**config.mk**
```make
export PLATFORM = sky130hd
export DESIGN_NAME = bisulfite_cigar_scorer
export DESIGN_NICKNAME = d
export VERILOG_FILES = /design/src/hw/rtl/bcs_pkg.sv /design/src/hw/rtl/bcs_queue.sv /design/src/hw/rtl/bcs_front.sv /design/src/hw/rtl/bcs_back.sv /design/src/hw/rtl/bisulfite_cigar_scorer.sv
export VERILOG_INCLUDE_DIRS = /design/src /design/src/hw/rtl
export SDC_FILE = /design/constraint.sdc
export NUM_CORES = 1
export LEC_CHECK = 0
export ABC_CLOCK_PERIOD_IN_PS = 10300
export BUFFER_PORTS_ARGS = -buffer_cell sky130_fd_sc_hd__buf_2
export CAP_MARGIN = 5
export CORE_AREA = 8 8 184 318
export CTS_CLUSTER_DIAMETER = 30
export DETAILED_ROUTE_END_ITERATION = 6
export DIE_AREA = 0 0 192 326
export MAX_ROUTING_LAYER = met4
export PLACE_DENSITY = 0.81
export SYNTH_ARGS = -nofsm -noshare
export SYNTH_HDL_FRONTEND = slang
export SYNTH_SLANG_ARGS = --single-unit
```
**constraint.sdc**
```tcl
create_clock -name clk -period 10.3 [get_ports clk]
set_input_delay 2.06 -clock clk [delete_from_list [all_inputs] [get_ports clk]]
set_output_delay 2.06 -clock clk [all_outputs]
set_load 0.02 [all_outputs]
```
**src/hw/rtl/bisulfite_cigar_scorer_defines.svh**
```systemverilog
// Assertion macros for the scorer RTL.
// Included by bcs_back, which has concurrent checks; no other dependencies.
`ifndef BISULFITE_CIGAR_SCORER_DEFINES_SVH
`define BISULFITE_CIGAR_SCORER_DEFINES_SVH

`ifndef NO_ASSERTIONS
// Same-cycle implication, disabled while reset is asserted.
`define BCS_ASSERT_IMPLY(label, clk, rst_n, ante, cons) \
	label: assert property (@(posedge clk) disable iff (!(rst_n)) (ante) |-> (cons)) \
		else $error("bcs check failed");
// Next-cycle implication, disabled while reset is asserted.
`define BCS_ASSERT_NEXT(label, clk, rst_n, ante, cons) \
	label: assert property (@(posedge clk) disable iff (!(rst_n)) (ante) |=> (cons)) \
		else $error("bcs check failed");
`else
`define BCS_ASSERT_IMPLY(label, clk, rst_n, ante, cons)
`define BCS_ASSERT_NEXT(label, clk, rst_n, ante, cons)
`endif

`endif

```
**src/hw/rtl/bcs_pkg.sv**
```systemverilog
// Package for the bisulfite CIGAR scorer: codes, constants, types and
// saturating helpers. No dependencies.
`timescale 1ns / 1ps

package bcs_pkg;

	// item operation codes
	localparam logic [1:0] OP_COLUMN = 2'd0;
	localparam logic [1:0] OP_INSERT = 2'd1;
	localparam logic [1:0] OP_DELETE = 2'd2;
	localparam logic [1:0] OP_FINISH = 2'd3;

	// scoring modes
	localparam logic [1:0] MODE_NORMAL   = 2'd0;
	localparam logic [1:0] MODE_VERYFAST = 2'd2;

	// raw base codes
	localparam logic [1:0] BASE_A = 2'd0;
	localparam logic [1:0] BASE_C = 2'd1;
	localparam logic [1:0] BASE_G = 2'd2;
	localparam logic [1:0] BASE_T = 2'd3;

	// register indexes
	localparam logic [2:0] REG_MODE          = 3'd0;
	localparam logic [2:0] REG_COL_BONUS     = 3'd1;
	localparam logic [2:0] REG_MISMATCH_COST = 3'd2;
	localparam logic [2:0] REG_MATCH_SCORE   = 3'd3;
	localparam logic [2:0] REG_MISMATCH_SCORE = 3'd4;
	localparam logic [2:0] REG_GAP_OPEN      = 3'd5;
	localparam logic [2:0] REG_GAP_EXTEND    = 3'd6;

	localparam logic [7:0] FIXED_OPEN = 8'd40;
	localparam logic [7:0] FIXED_EXT  = 8'd6;

	localparam int unsigned CNT_W   = 11;
	localparam int unsigned SCORE_W = 24;
	localparam int unsigned DELTA_W = 21;

	localparam logic [CNT_W-1:0] CNT_MAX = '1;

	localparam int unsigned MAX_READ   = 1024;
	localparam int unsigned READ_LIMIT = (MAX_READ > 2047) ? 2047 : MAX_READ;
	localparam logic [CNT_W-1:0] READ_LIMIT_V = CNT_W'(READ_LIMIT);

	localparam int unsigned BCS_QUEUE_DEPTH = 4;

	typedef struct packed {
		logic [1:0]        mode;
		logic [7:0]        col_bonus;
		logic [7:0]        mismatch_cost;
		logic signed [8:0] match_base_score;
		logic signed [8:0] mismatch_base_score;
		logic [7:0]        gap_open_cost;
		logic [7:0]        gap_extend_cost;
	} bcs_cfg_t;

	// one classified word in the queue
	typedef struct packed {
		logic [1:0]                kind;
		logic                      mis;
		logic                      to_alt;
		logic signed [DELTA_W-1:0] delta;
		logic [CNT_W-1:0]          run_length;
		logic [CNT_W-1:0]          read_length;
	} bcs_entry_t;

	typedef struct packed {
		logic [CNT_W-1:0]          matched_count;
		logic [CNT_W-1:0]          inserted_count;
		logic [CNT_W-1:0]          mismatch_count;
		logic [CNT_W-1:0]          gap_run_count;
		logic [CNT_W-1:0]          aligned_length;
		logic signed [SCORE_W-1:0] main_score;
		logic signed [SCORE_W-1:0] alt_score;
		logic                      length_error;
	} bcs_result_t;

	function automatic logic [7:0] gap_open_of(input bcs_cfg_t c);
		return (c.mode != MODE_NORMAL) ? FIXED_OPEN : c.gap_open_cost;
	endfunction

	function automatic logic [7:0] gap_ext_of(input bcs_cfg_t c);
		return (c.mode != MODE_NORMAL) ? FIXED_EXT : c.gap_extend_cost;
	endfunction

	function automatic logic [CNT_W-1:0] cnt_add(input logic [CNT_W-1:0] a,
			input logic [CNT_W-1:0] b);
		logic [CNT_W:0] s;
		s = {1'b0, a} + {1'b0, b};
		return s[CNT_W] ? CNT_MAX : s[CNT_W-1:0];
	endfunction

	function automatic logic signed [SCORE_W-1:0] score_add(
			input logic signed [SCORE_W-1:0] a, input logic signed [DELTA_W-1:0] d);
		logic signed [SCORE_W:0] s;
		s = (SCORE_W+1)'(a) + (SCORE_W+1)'(d);
		if (s[SCORE_W] != s[SCORE_W-1])
			return s[SCORE_W] ? {1'b1, {(SCORE_W-1){1'b0}}} : {1'b0, {(SCORE_W-1){1'b1}}};
		return s[SCORE_W-1:0];
	endfunction

endpackage

```
**src/hw/rtl/bcs_queue.sv**
```systemverilog
// Short word queue between the scorer front end and back end.
// Depends on bcs_pkg for the entry type.
`timescale 1ns / 1ps

module bcs_queue import bcs_pkg::*; #(
	parameter int unsigned DEPTH = BCS_QUEUE_DEPTH
) (
	input  logic       clk,
	input  logic       arst_n,
	input  logic       push,
	input  bcs_entry_t din,
	output logic       full,
	input  logic       pop,
	output bcs_entry_t dout,
	output logic       empty
);

	localparam int unsigned PTR_W = (DEPTH > 1) ? $clog2(DEPTH) : 1;
	localparam int unsigned FILL_W = $clog2(DEPTH + 1);

	bcs_entry_t          slot_q [DEPTH];
	logic [PTR_W-1:0]    wr_ptr_q, rd_ptr_q;
	logic [FILL_W-1:0]   fill_q;

	function automatic logic [PTR_W-1:0] next_ptr(input logic [PTR_W-1:0] p);
		return (p == PTR_W'(DEPTH - 1)) ? '0 : p + PTR_W'(1);
	endfunction

	assign full  = (fill_q == FILL_W'(DEPTH));
	assign empty = (fill_q == '0);
	assign dout  = slot_q[rd_ptr_q];

	always_ff @(posedge clk) begin
		if (push) begin
			slot_q[wr_ptr_q] <= din;
		end
	end

	always_ff @(posedge clk or negedge arst_n) begin
		if (!arst_n) begin
			wr_ptr_q <= '0;
			rd_ptr_q <= '0;
			fill_q   <= '0;
		end else begin
			if (push) begin
				wr_ptr_q <= next_ptr(wr_ptr_q);
			end
			if (pop) begin
				rd_ptr_q <= next_ptr(rd_ptr_q);
			end
			if (push && !pop) begin
				fill_q <= fill_q + FILL_W'(1);
			end else if (pop && !push) begin
				fill_q <= fill_q - FILL_W'(1);
			end
		end
	end

endmodule

```
**src/hw/rtl/bcs_front.sv**
```systemverilog
// Scorer front end: accepts items, classifies them and works out the score delta.
// Depends on bcs_pkg; feeds bcs_queue.
`timescale 1ns / 1ps

module bcs_front import bcs_pkg::*; (
	input  bcs_cfg_t         cfg,
	input  logic             item_valid,
	output logic             item_stall,
	input  logic [1:0]       operation,
	input  logic [1:0]       ref_base,
	input  logic [1:0]       read_base,
	input  logic [1:0]       raw_ref_base,
	input  logic [1:0]       raw_read_base,
	input  logic [CNT_W-1:0] run_length,
	input  logic [CNT_W-1:0] read_length,
	input  logic             q_full,
	output logic             q_push,
	output bcs_entry_t       q_din
);

	logic                      fixed_gaps, veryfast, mis;
	logic [7:0]                gopen, gext;
	logic signed [CNT_W:0]     len_adj;
	logic signed [DELTA_W-1:0] prod, cost, col_delta;

	assign item_stall = q_full;
	assign q_push     = item_valid && !q_full;

	always_comb begin
		fixed_gaps = (cfg.mode != MODE_NORMAL);
		veryfast   = (cfg.mode == MODE_VERYFAST);
		gopen      = gap_open_of(cfg);
		gext       = gap_ext_of(cfg);

		mis = (ref_base != read_base)
			|| (raw_ref_base == BASE_T && raw_read_base == BASE_C)
			|| (raw_ref_base == BASE_A && raw_read_base == BASE_G);

		// fixed gaps charge open + L*ext, mode 0 charges open + (L-1)*ext
		len_adj = fixed_gaps ? $signed({1'b0, run_length})
			: $signed({1'b0, run_length}) - (CNT_W+1)'(1);
		prod = DELTA_W'(len_adj) * $signed({{(DELTA_W-8){1'b0}}, gext});
		cost = prod + $signed({{(DELTA_W-8){1'b0}}, gopen});

		if (veryfast) begin
			col_delta = mis ? -$signed({{(DELTA_W-8){1'b0}}, cfg.mismatch_cost})
				: $signed({{(DELTA_W-8){1'b0}}, cfg.col_bonus});
		end else begin
			col_delta = mis ? DELTA_W'(cfg.mismatch_base_score)
				: DELTA_W'(cfg.match_base_score);
		end

		q_din.kind        = operation;
		q_din.mis         = mis;
		q_din.run_length  = run_length;
		q_din.read_length = (read_length > READ_LIMIT_V) ? READ_LIMIT_V : read_length;
		case (operation)
			OP_COLUMN: begin
				q_din.to_alt = veryfast;
				q_din.delta  = col_delta;
			end
			OP_INSERT, OP_DELETE: begin
				q_din.to_alt = !fixed_gaps;
				q_din.delta  = fixed_gaps ? cost : -cost;
			end
			default: begin
				q_din.to_alt = !fixed_gaps;
				q_din.delta  = '0;
			end
		endcase
	end

endmodule

```
**src/hw/rtl/bcs_back.sv**
```systemverilog
// Scorer back end: accumulates counts and scores, settles the finish penalty
// and holds the result word. Depends on bcs_pkg and the assertion macros.
`timescale 1ns / 1ps
`include "bisulfite_cigar_scorer_defines.svh"

module bcs_back import bcs_pkg::*; (
	input  logic        clk,
	input  logic        arst_n,
	input  bcs_cfg_t    cfg,
	input  bcs_entry_t  head,
	input  logic        head_valid,
	output logic        pop,
	output logic        result_valid,
	input  logic        result_stall,
	output bcs_result_t result
);

	typedef enum logic [1:0] {
		ST_RUN = 2'b01,
		ST_FIN = 2'b10
	} back_state_t;

	back_state_t               state_q;
	logic [CNT_W-1:0]          matched_q, inserted_q, mismatch_q, indel_q;
	logic signed [SCORE_W-1:0] main_q, alt_q;
	logic signed [DELTA_W-1:0] pen_q;
	logic                      pen_alt_q, err_q;
	logic                      out_valid_q;
	bcs_result_t               result_q;

	logic                      out_free, is_fin, step, finish;
	logic [CNT_W:0]            tot;
	logic [CNT_W-1:0]          diff;
	logic [CNT_W+8:0]          pen_mag;
	logic signed [DELTA_W-1:0] pen_signed;
	logic signed [SCORE_W-1:0] main_fin, alt_fin;

	assign out_free = !out_valid_q || !result_stall;
	assign is_fin   = (head.kind == OP_FINISH);
	assign step     = (state_q == ST_RUN) && head_valid && !is_fin;
	assign finish   = (state_q == ST_FIN) && out_free;
	assign pop      = step || finish;

	assign result_valid = out_valid_q;
	assign result       = result_q;

	always_comb begin
		tot  = {1'b0, matched_q} + {1'b0, inserted_q};
		diff = head.read_length - tot[CNT_W-1:0];
		pen_mag = (CNT_W+9)'(diff) * (CNT_W+9)'(gap_ext_of(cfg))
			+ (CNT_W+9)'(gap_open_of(cfg));
		if (tot < {1'b0, head.read_length}) begin
			pen_signed = (cfg.mode != MODE_NORMAL) ? $signed({1'b0, pen_mag})
				: -$signed({1'b0, pen_mag});
		end else begin
			pen_signed = '0;
		end
		main_fin = pen_alt_q ? main_q : score_add(main_q, pen_q);
		alt_fin  = pen_alt_q ? score_add(alt_q, pen_q) : alt_q;
	end

	always_ff @(posedge clk) begin
		if (state_q == ST_RUN && head_valid && is_fin) begin
			pen_q     <= pen_signed;
			pen_alt_q <= (cfg.mode == MODE_NORMAL);
			err_q     <= (tot > {1'b0, head.read_length});
		end
		if (finish) begin
			result_q.matched_count  <= matched_q;
			result_q.inserted_count <= inserted_q;
			result_q.mismatch_count <= mismatch_q;
			result_q.gap_run_count  <= indel_q;
			result_q.aligned_length <= tot[CNT_W] ? CNT_MAX : tot[CNT_W-1:0];
			result_q.main_score     <= main_fin;
			result_q.alt_score      <= alt_fin;
			result_q.length_error   <= err_q;
		end
	end

	always_ff @(posedge clk or negedge arst_n) begin
		if (!arst_n) begin
			state_q     <= ST_RUN;
			matched_q   <= '0;
			inserted_q  <= '0;
			mismatch_q  <= '0;
			indel_q     <= '0;
			main_q      <= '0;
			alt_q       <= '0;
			out_valid_q <= 1'b0;
		end else begin
			if (finish) begin
				out_valid_q <= 1'b1;
			end else if (!result_stall) begin
				out_valid_q <= 1'b0;
			end
			case (state_q)
				ST_RUN: begin
					if (step) begin
						if (head.to_alt) begin
							alt_q <= score_add(alt_q, head.delta);
						end else begin
							main_q <= score_add(main_q, head.delta);
						end
						if (head.kind == OP_COLUMN) begin
							matched_q <= cnt_add(matched_q, CNT_W'(1));
							if (head.mis) begin
								mismatch_q <= cnt_add(mismatch_q, CNT_W'(1));
							end
						end else begin
							indel_q <= cnt_add(indel_q, CNT_W'(1));
							if (head.kind == OP_INSERT) begin
								inserted_q <= cnt_add(inserted_q, head.run_length);
							end
						end
					end else if (head_valid) begin
						state_q <= ST_FIN;
					end
				end
				ST_FIN: begin
					if (finish) begin
						matched_q  <= '0;
						inserted_q <= '0;
						mismatch_q <= '0;
						indel_q    <= '0;
						main_q     <= '0;
						alt_q      <= '0;
						state_q    <= ST_RUN;
					end
				end
				default: begin
					state_q <= ST_RUN;
				end
			endcase
		end
	end

	`BCS_ASSERT_IMPLY(a_fin_has_head, clk, arst_n, state_q == ST_FIN, head_valid)
	`BCS_ASSERT_IMPLY(a_result_from_fin, clk, arst_n, $rose(out_valid_q), $past(state_q) == ST_FIN)
	`BCS_ASSERT_NEXT(a_clear_after_fin, clk, arst_n, finish, matched_q == '0 && inserted_q == '0 && main_q == '0 && alt_q == '0)

endmodule

```
**src/hw/rtl/bisulfite_cigar_scorer.sv**
```systemverilog
// Top level of the bisulfite CIGAR scorer: register file, front end, queue, back end.
// Depends on bcs_pkg, bcs_front, bcs_queue and bcs_back.
`timescale 1ns / 1ps

// Scores one alignment streamed as CIGAR words (aligned column, insertion run,
// deletion run, finish) and returns one result word per finish word. The front
// end takes one word per cycle while the queue has room, classifying it and
// working out its score delta (one small multiply) in the accept cycle, and the
// back end folds one column or run word per cycle into the saturating counts
// and scores. A finish word holds the back end while the run state forms the
// unaligned-remainder penalty from the running totals and the finish state then
// applies it and loads the result register once that register is free, so the
// back end takes no new word until a finish is through. Words still queued
// ahead of a finish word and a stalled result push its result later. A
// four-word queue lets the front end keep taking words through a finish or a
// stalled result until it fills. Program the registers over the APB port
// only while no alignment is in flight.

module bisulfite_cigar_scorer import bcs_pkg::*; #(
	parameter int unsigned QUEUE_DEPTH = BCS_QUEUE_DEPTH
) (
	input  logic                      clk,
	input  logic                      arst_n,
	// configuration port
	input  logic                      psel,
	input  logic                      penable,
	input  logic                      pwrite,
	input  logic [4:0]                paddr,
	input  logic [31:0]               pwdata,
	output logic [31:0]               prdata,
	output logic                      pready,
	// item channel
	input  logic                      item_valid,
	output logic                      item_stall,
	input  logic [1:0]                operation,
	input  logic [1:0]                ref_base,
	input  logic [1:0]                read_base,
	input  logic [1:0]                raw_ref_base,
	input  logic [1:0]                raw_read_base,
	input  logic [CNT_W-1:0]          run_length,
	input  logic [CNT_W-1:0]          read_length,
	// result channel
	output logic                      result_valid,
	input  logic                      result_stall,
	output logic [CNT_W-1:0]          matched_count,
	output logic [CNT_W-1:0]          inserted_count,
	output logic [CNT_W-1:0]          mismatch_count,
	output logic [CNT_W-1:0]          gap_run_count,
	output logic [CNT_W-1:0]          aligned_length,
	output logic signed [SCORE_W-1:0] main_score,
	output logic signed [SCORE_W-1:0] alt_score,
	output logic                      length_error
);

	bcs_cfg_t    cfg_q;
	bcs_entry_t  q_din, q_dout;
	bcs_result_t result;
	logic        q_push, q_pop, q_full, q_empty;
	logic [2:0]  reg_idx;

	assign pready  = 1'b1;
	assign reg_idx = paddr[4:2];

	// Register file: write on the access cycle, ignore addresses past the list.
	always_ff @(posedge clk or negedge arst_n) begin
		if (!arst_n) begin
			cfg_q.mode                <= MODE_NORMAL;
			cfg_q.col_bonus           <= 8'd1;
			cfg_q.mismatch_cost       <= 8'd3;
			cfg_q.match_base_score    <= 9'sd0;
			cfg_q.mismatch_base_score <= 9'sd30;
			cfg_q.gap_open_cost       <= FIXED_OPEN;
			cfg_q.gap_extend_cost     <= FIXED_EXT;
		end else if (psel && penable && pwrite) begin
			case (reg_idx)
				REG_MODE:           cfg_q.mode                <= pwdata[1:0];
				REG_COL_BONUS:      cfg_q.col_bonus           <= pwdata[7:0];
				REG_MISMATCH_COST:  cfg_q.mismatch_cost       <= pwdata[7:0];
				REG_MATCH_SCORE:    cfg_q.match_base_score    <= $signed(pwdata[8:0]);
				REG_MISMATCH_SCORE: cfg_q.mismatch_base_score <= $signed(pwdata[8:0]);
				REG_GAP_OPEN:       cfg_q.gap_open_cost       <= pwdata[7:0];
				REG_GAP_EXTEND:     cfg_q.gap_extend_cost     <= pwdata[7:0];
				default: begin
				end
			endcase
		end
	end

	// Read back; signed scores come back sign-extended to the bus width.
	always_comb begin
		case (reg_idx)
			REG_MODE:           prdata = {30'd0, cfg_q.mode};
			REG_COL_BONUS:      prdata = {24'd0, cfg_q.col_bonus};
			REG_MISMATCH_COST:  prdata = {24'd0, cfg_q.mismatch_cost};
			REG_MATCH_SCORE:    prdata = 32'(cfg_q.match_base_score);
			REG_MISMATCH_SCORE: prdata = 32'(cfg_q.mismatch_base_score);
			REG_GAP_OPEN:       prdata = {24'd0, cfg_q.gap_open_cost};
			REG_GAP_EXTEND:     prdata = {24'd0, cfg_q.gap_extend_cost};
			default:            prdata = '0;
		endcase
	end

	// Classify each word and work out its delta as it is taken.
	bcs_front u_front (
		.cfg           (cfg_q),
		.item_valid    (item_valid),
		.item_stall    (item_stall),
		.operation     (operation),
		.ref_base      (ref_base),
		.read_base     (read_base),
		.raw_ref_base  (raw_ref_base),
		.raw_read_base (raw_read_base),
		.run_length    (run_length),
		.read_length   (read_length),
		.q_full        (q_full),
		.q_push        (q_push),
		.q_din         (q_din)
	);

	// Decouple the halves: a finish or a stalled result stalls intake only when full.
	bcs_queue #(
		.DEPTH (QUEUE_DEPTH)
	) u_queue (
		.clk    (clk),
		.arst_n (arst_n),
		.push   (q_push),
		.din    (q_din),
		.full   (q_full),
		.pop    (q_pop),
		.dout   (q_dout),
		.empty  (q_empty)
	);

	// Accumulate, settle the remainder penalty and hold the result word.
	bcs_back u_back (
		.clk          (clk),
		.arst_n       (arst_n),
		.cfg          (cfg_q),
		.head         (q_dout),
		.head_valid   (!q_empty),
		.pop          (q_pop),
		.result_valid (result_valid),
		.result_stall (result_stall),
		.result       (result)
	);

	assign matched_count  = result.matched_count;
	assign inserted_count = result.inserted_count;
	assign mismatch_count = result.mismatch_count;
	assign gap_run_count  = result.gap_run_count;
	assign aligned_length = result.aligned_length;
	assign main_score     = result.main_score;
	assign alt_score      = result.alt_score;
	assign length_error   = result.length_error;

endmodule

```
======== After elaboration in Yosys (flattened, before gate mapping) ========
Memories as Yosys holds them, arrays and structs flattened.
Index checks and enable logic that the tools add are counted.
W data, S select, Z words.
storage, ports and cells
  bits in registers ....................... 281
  bits in latches ......................... 0
  RAM bits ................................ 188
  memory bits (read-only) ................. 0
  input port bits ......................... 76
  output and inout bits ................... 139
  word-level logic and storage cells ...... 213
  memories ................................ 1
cells by class
  $add $sub $neg .......................... 20
  $mul .................................... 2
  div/mod/pow operators ................... 0
  magnitude comparators ................... 3
  equal/unequal tests ..................... 35
  shift-type cells ........................ 0
  mux-type cells .......................... 73
  bitwise operators ....................... 1
  reductions and logical operators ........ 48
memory list
  memory          words  width  read ports  clocked after Yosys merged registers in  wr ports  RTL line         text
  u_queue.slot_q  4      47     1           0                                        1         bcs_queue.sv:21  bcs_entry_t slot_q [DEPTH];
operators by type and width
  kind                     number
  $mux W24                 19
  $pmux W32 S7             1
  $mux W11                 16
  $add A24 B21 Y25         4
  $pmux W24 S2             2
  $pmux W11 S2             4
  $mux W21                 4
  $pmux W22 S2             1
  $add A11 B1 Y12 const B  3
  $add A11 B11 Y12         2
  $add A21 B9 Y21          1
  $mul A12 B9 Y21          1
  $neg A20 Y21             1
  $neg A21 Y21             1
  $neg A8 Y21              1
  $add A19 B8 Y20          1
  $mux W20                 1
  $mul A11 B8 Y19          1
  $eq A2 B2 Y1 const B     8
  $mux W8                  2
  $ne A2 B2 Y1 const B     8
  $reduce_and A4 Y1        4
  $mux W1                  14
  $reduce_and A2 Y1        7
  29 further kinds         75

======== Longest topological paths before layout ========
An unclocked memory read counts as a cell.
  depth after elaboration ................. 11
  depth in mapped cells ................... 36
  gate-level depth less buffers ........... 36

======== Modules after synthesis ========
Synthesis repeated with hierarchy kept, for this count alone.
unflattened totals
  cell total of the unflattened synthesis .. 3,325
  area total of the unflattened synthesis .. 35,134.9 sq um
modules (own cells, without submodules)
  module                  times used  cells each  area an instance (sq um)  sequential area each (sq um)
  bcs_back                1           2,096       19,127.1                  6,192.2
  bcs_queue               1           283         7,219.4                   5,820.6
  bcs_front               1           739         6,094.6                   0.0
  bisulfite_cigar_scorer  1           207         2,693.8                   1,315.0

======== Worst setup path after synthesis ========
OpenSTA, ideal clock, no wires.
  kind .................................... input to register
  start point ............................. input result_stall
  end point ............................... register u_queue.fill_q[1]
  setup time .............................. 0.125 ns
  arrival time ............................ 8.961 ns
  required time ........................... 10.175 ns
  path slack .............................. 1.214 ns
  stages on the path ...................... 6
  buffers on the path ..................... 0
  cells stage by stage .................... a21oi_1 > nor2_1 > ha_1 > inv_1 > fa_1 > mux2_2
between the ends
  longest elaborated chain between the ends .. 7
  elaborated cells between the ends (all ways) .. 9
  those cells by class .................... mux (1); reduce/logical (8)
RTL lines
  element                                               RTL line                      text
  start, declared                                       bisulfite_cigar_scorer.sv:44  input logic result_stall,
  $logic_not A1 Y1 *                                    bcs_back.sv:38                assign out_free = !out_valid_q || !result_stall;
  $logic_or A1 B1 Y1 *                                  bcs_back.sv:38
  $logic_and A1 B1 Y1 *                                 bcs_back.sv:41                assign finish = (state_q == ST_FIN) && out_free;
  $logic_or A1 B1 Y1 *                                  bcs_back.sv:42                assign pop = step || finish;
  $logic_not A1 Y1                                      bcs_queue.sv:51               if (push && !pop) begin
  $logic_and A1 B1 Y1                                   bcs_queue.sv:51
  $mux W3 / $reduce_bool A2 Y1 (equally long branches)  --
  end signal, assigned                                  bcs_queue.sv:52               fill_q <= fill_q + FILL_W'(1);
  end signal, assigned                                  bcs_queue.sv:54               fill_q <= fill_q - FILL_W'(1);
  end, declared                                         bcs_queue.sv:23               logic [FILL_W-1:0] fill_q;
Every way passes the cells marked *; elsewhere a longest branch is shown, timed or not.
A chain may end at the register's enable or synchronous reset.

======== Worst setup path in the final report ========
  start point ............................. register u_back.matched_q[0]
  end point ............................... register u_back.pen_q[12], data pin
between the ends
  longest elaborated chain between the ends .. 6
  elaborated cells between the ends (all ways) .. 7
  those cells by class .................... add/sub (4); mul (1); order compare (1); mux (1)
RTL lines
  element                 RTL line         text
  start, declared         bcs_back.sv:24   logic [CNT_W-1:0] matched_q, inserted_q, mismatch_q, indel_q;
  start signal, assigned  bcs_back.sv:105  matched_q <= cnt_add(matched_q, CNT_W'(1));
  $add A11 B11 Y12 *      bcs_back.sv:48   tot = {1'b0, matched_q} + {1'b0, inserted_q};
  $sub A11 B11 Y11        bcs_back.sv:49   diff = head.read_length - tot[CNT_W-1:0];
  $mul A11 B8 Y19         bcs_back.sv:50   pen_mag = (CNT_W+9)'(diff) * (CNT_W+9)'(gap_ext_of(cfg))
  $add A19 B8 Y20         bcs_back.sv:51   + (CNT_W+9)'(gap_open_of(cfg));
  $neg A20 Y21            bcs_back.sv:54   : -$signed({1'b0, pen_mag});
  $mux W20                bcs_back.sv:53   pen_signed = (cfg.mode != MODE_NORMAL) ? $signed({1'b0, pen_mag})
  end signal, assigned    bcs_back.sv:64   pen_q <= pen_signed;
  end, declared           bcs_back.sv:26   logic signed [DELTA_W-1:0] pen_q;
Marked as above.

==> run_results.csv <==
group,metric,value,unit
synthesis,synth_top_cell_by_area,"edfxtp_1",
floorplanning,dieArea,62600,um2
clock_tree,cts_tree,"yes",
synthesis,syn_area,33800,um2
outcome,status,"finished, final reports clean",
cells_and_area,syn2layout_area_growth,11.7,%
route,route.vias.total,25400,
clock_tree,holdBufCountCts,0,
placed_design,dp_hpwl,68800,um
floorplanning,rows,113,
sta,setup_viol,0,
worst_hold_path,min_to,"u_back.result[0]$_DFFE_PP_",
global_routing,grt_pass1_wl,139000,um
route,vias_per_cell,6.24,
global_routing,grt_usage,29.1,%
clock_tree,postCtsSetupRepairBufs,0,
sta,finalCritPeriodShare,88.1,%
floorplanning,core,54000,um2
sta,rsz0062_at_grt,"no",
floorplanning,dieHeight,326,um
synthesis,synth_edf_count,315,
synthesis,ys_top_cells_by_area,"edfxtp_1 (28%), dfrtp_1 (11%), ha_1 (9.8%)",
route,post-route-drc-count,0,
synthesis,async_flop_share,32.8,%
cells_and_area,layout.nets,3820,
sta,fin_setup_tns,0,ns
synthesis,synth.net_count,3645,
synthesis,netlist.area_leader.share,28.0,%
clock_tree,clockBufferDepth,3,
sta,hold_viol,0,
cells_and_area,drive_gt1_share,16.0,%
setup_path,path_buf_inv,4,
clock_tree,path_clk_slew,0.06,ns
synthesis,synth_cell_types,94,
cells_and_area,fill_cells,3942,
floorplanning,start_util,62.5,%
worst_hold_path,hold_start,"u_back.err_q$_DFFE_PP_",
setup_path,crit_path_start_kind,"register",
setup_path,crit_family,"adder cells",
placed_design,gp_congestion,0.968,
sta,slew_viol_final,0,
synthesis,synth_ff_type,"edfxtp_1",
clock_tree,h-tree-depth,3,
clock_tree,clock-sinks,469,
synthesis,yosysSeqAreaShare,39.5,%
sta,skew,0.0274,ns
floorplanning,die-width,192,um
synthesis,ys_ff_latch,469,
route,drt_wl_total,89000,um
sta,max_freq,0.110,GHz
route,antenna_left,0,
setup_path,r2r_cells,29,
setup_path,r2r_start,"u_back.matched_q[0]$_DFFE_PN0P_",
setup_path,cpPeakStageDelay,0.85,ns
synthesis,syn_avg_cell_area,10.7,um2
setup_path,required,10.64,ns
global_routing,antenna_found_initial,5,
floorplanning,pin_count,215,
route,wl_per_cell,21.8,um
worst_hold_path,min_path_cells,0,
synthesis,syn_inst,3153,
sta,slew_headroom,21.0,%
setup_path,regToRegSetupSlack,1.23,ns
route,drt_first_pass_iters,6,
job,timing.max_cap.violations,0,
worst_hold_path,worstHoldPathType,"register to register",
global_routing,grt_max_degree,89,
setup_path,cp_slowest_cell,"nor4_1",
route,drt-initial-drc-count,1856,
setup_path,worstSetupPathType,"register to register",
sta,fin_crit,9.07,ns
synthesis,synth_warnings,0,
setup_path,cp.depth,29,
clock_tree,post_cts_resized,0,
setup_path,cp.arrival,9.41,ns
setup_path,worst_setup_path_end_kind,"register",
global_routing,grt_pass1_vias,26800,
clock_tree,root_buffer,"clkbuf_16",
placed_design,port_buffers,188,
global_routing,grt_overflow,0,
clock_tree,insertion_delay,0.61,ns
clock_tree,tritoncts.num_buffers,69,
sta,tightest_slew,1.18,ns
setup_path,cp-startpoint,"u_back.matched_q[0]$_DFFE_PN0P_",
setup_path,crit_fanout,8,
setup_path,crit_top_cell,"fa_1",
setup_path,regToRegEndpoint,"u_back.pen_q[12]$_SDFFCE_PP0P_",
==> synth_stat cells, types with 29 or more instances <==
cell type and instances:
xor2_1 68, nand3_1 44, xnor2_1 122, nand2b_1 29, clkbuf_1 76, fa_1 152, nand2_1 222, a31oi_1 35
a211oi_1 36, dfrtp_1 142, a21o_1 74, nor2_1 289, o21ai_0 110, edfxtp_1 315, ha_1 264, mux4_2 55
inv_1 303, a21oi_1 178, nor2b_1 47, o211ai_1 33, o21ai_1 29, mux2_2 64, nor3_1 35
==> cell families (layout without fill, tap and decap cells) <==
family / Yosys count / after routing / synth area share (%)
AO/OA/AOI/OAI: 706 / 706 / 14.1
AND/OR/NAND/NOR: 808 / 808 / 11.1
buffers and inverters: 425 / 656 / 5.11
adder cells (fa/ha/maj): 420 / 420 / 18.9
other: 1 / 6 / 0.0111
XOR/XNOR: 192 / 192 / 5.03
multiplexers: 132 / 132 / 6.19
flip-flops: 469 / 469 / 39.5
==> sequential cells by signal, summed over array words and instances (netlist names) <==
register,flops
u_back.pen_alt_q,1
u_back.mismatch_q,11
u_back.matched_q,11
u_queue.wr_ptr_q,2
u_back.result_valid,1
u_back.indel_q,11
u_queue.fill_q,3
u_back.err_q,1
u_back.result,104
u_queue.rd_ptr_q,2
u_back.pen_q,21
u_queue.slot_q,188
u_back.alt_q,24
cfg_q,52
u_back.inserted_q,11
u_back.state_q,2
u_back.main_q,24
==> worst max-delay path by stage <==
| stage | endpoint |
|---|---|
| 2_1_floorplan | u_queue.fill_q[1]$_DFFE_PN0P_ |
| 3_3_place_gp | u_queue.slot_q[0][40]$_DFFE_PP_ |
| 3_5_place_dp | u_queue.slot_q[0][40]$_DFFE_PP_ |
| 4_1_cts | u_back.pen_q[16]$_SDFFCE_PP0P_ |
| 5_1_grt | u_back.pen_q[12]$_SDFFCE_PP0P_ |
| 6_report | u_back.pen_q[12]$_SDFFCE_PP0P_ |
==> cell usage in the layout, fill, tap and decap left out, drive strengths merged, types with 64 or more instances in the layout <==
cell	netlist	final
xnor2	123	123
dfrtp	142	142
a21oi	180	180
xor2	69	69
inv	303	329
ha	264	264
a21o	74	74
o21ai	139	139
clkbuf	78	76
mux2	64	64
nor2	290	290
nand2	222	222
fa	152	152
buf	44	226
edfxtp	315	315
==> through the flow <==
stage          setup WS (ns)  utilization (%)  area [um2]  hold WS, ns  std cells
6_report                1.23             69.8       37700        0.434       4079
5_1_grt                0.831             69.8       37700        0.444       4079
4_1_cts                 1.26             69.8       37700        0.436       4074
3_5_place_dp           0.950             65.4       35300        0.416       3947
3_3_place_gp            1.09             65.4       35300        0.405       3947
2_1_floorplan           1.21                -       33800        0.400       3153
==> area by class of cell <==
type                       count  area [um2]  area share, %
inverter                     303        1140           3.02
clock inverter                51         543           1.44
clock buffer                  76        1850           4.90
sequential                   469       13300           35.3
multi-input combinational   2259       18700           49.7
antenna                        5        12.5         0.0332
tap                          690         863           2.29
timing repair buffer         226        1230           3.27
==> routing by layer <==
metal	GRT usage, %	wire length [um]	vias up
met4	18.7	6210	0
met3	4.21	4600	339
li1	-	-	11700
met2	51.7	47400	919
met1	29.1	30700	12500
met5	-	0	-
Power is not shown: default switching activity piles up to over one toggle a cycle in this logic, so the estimate is an artifact.
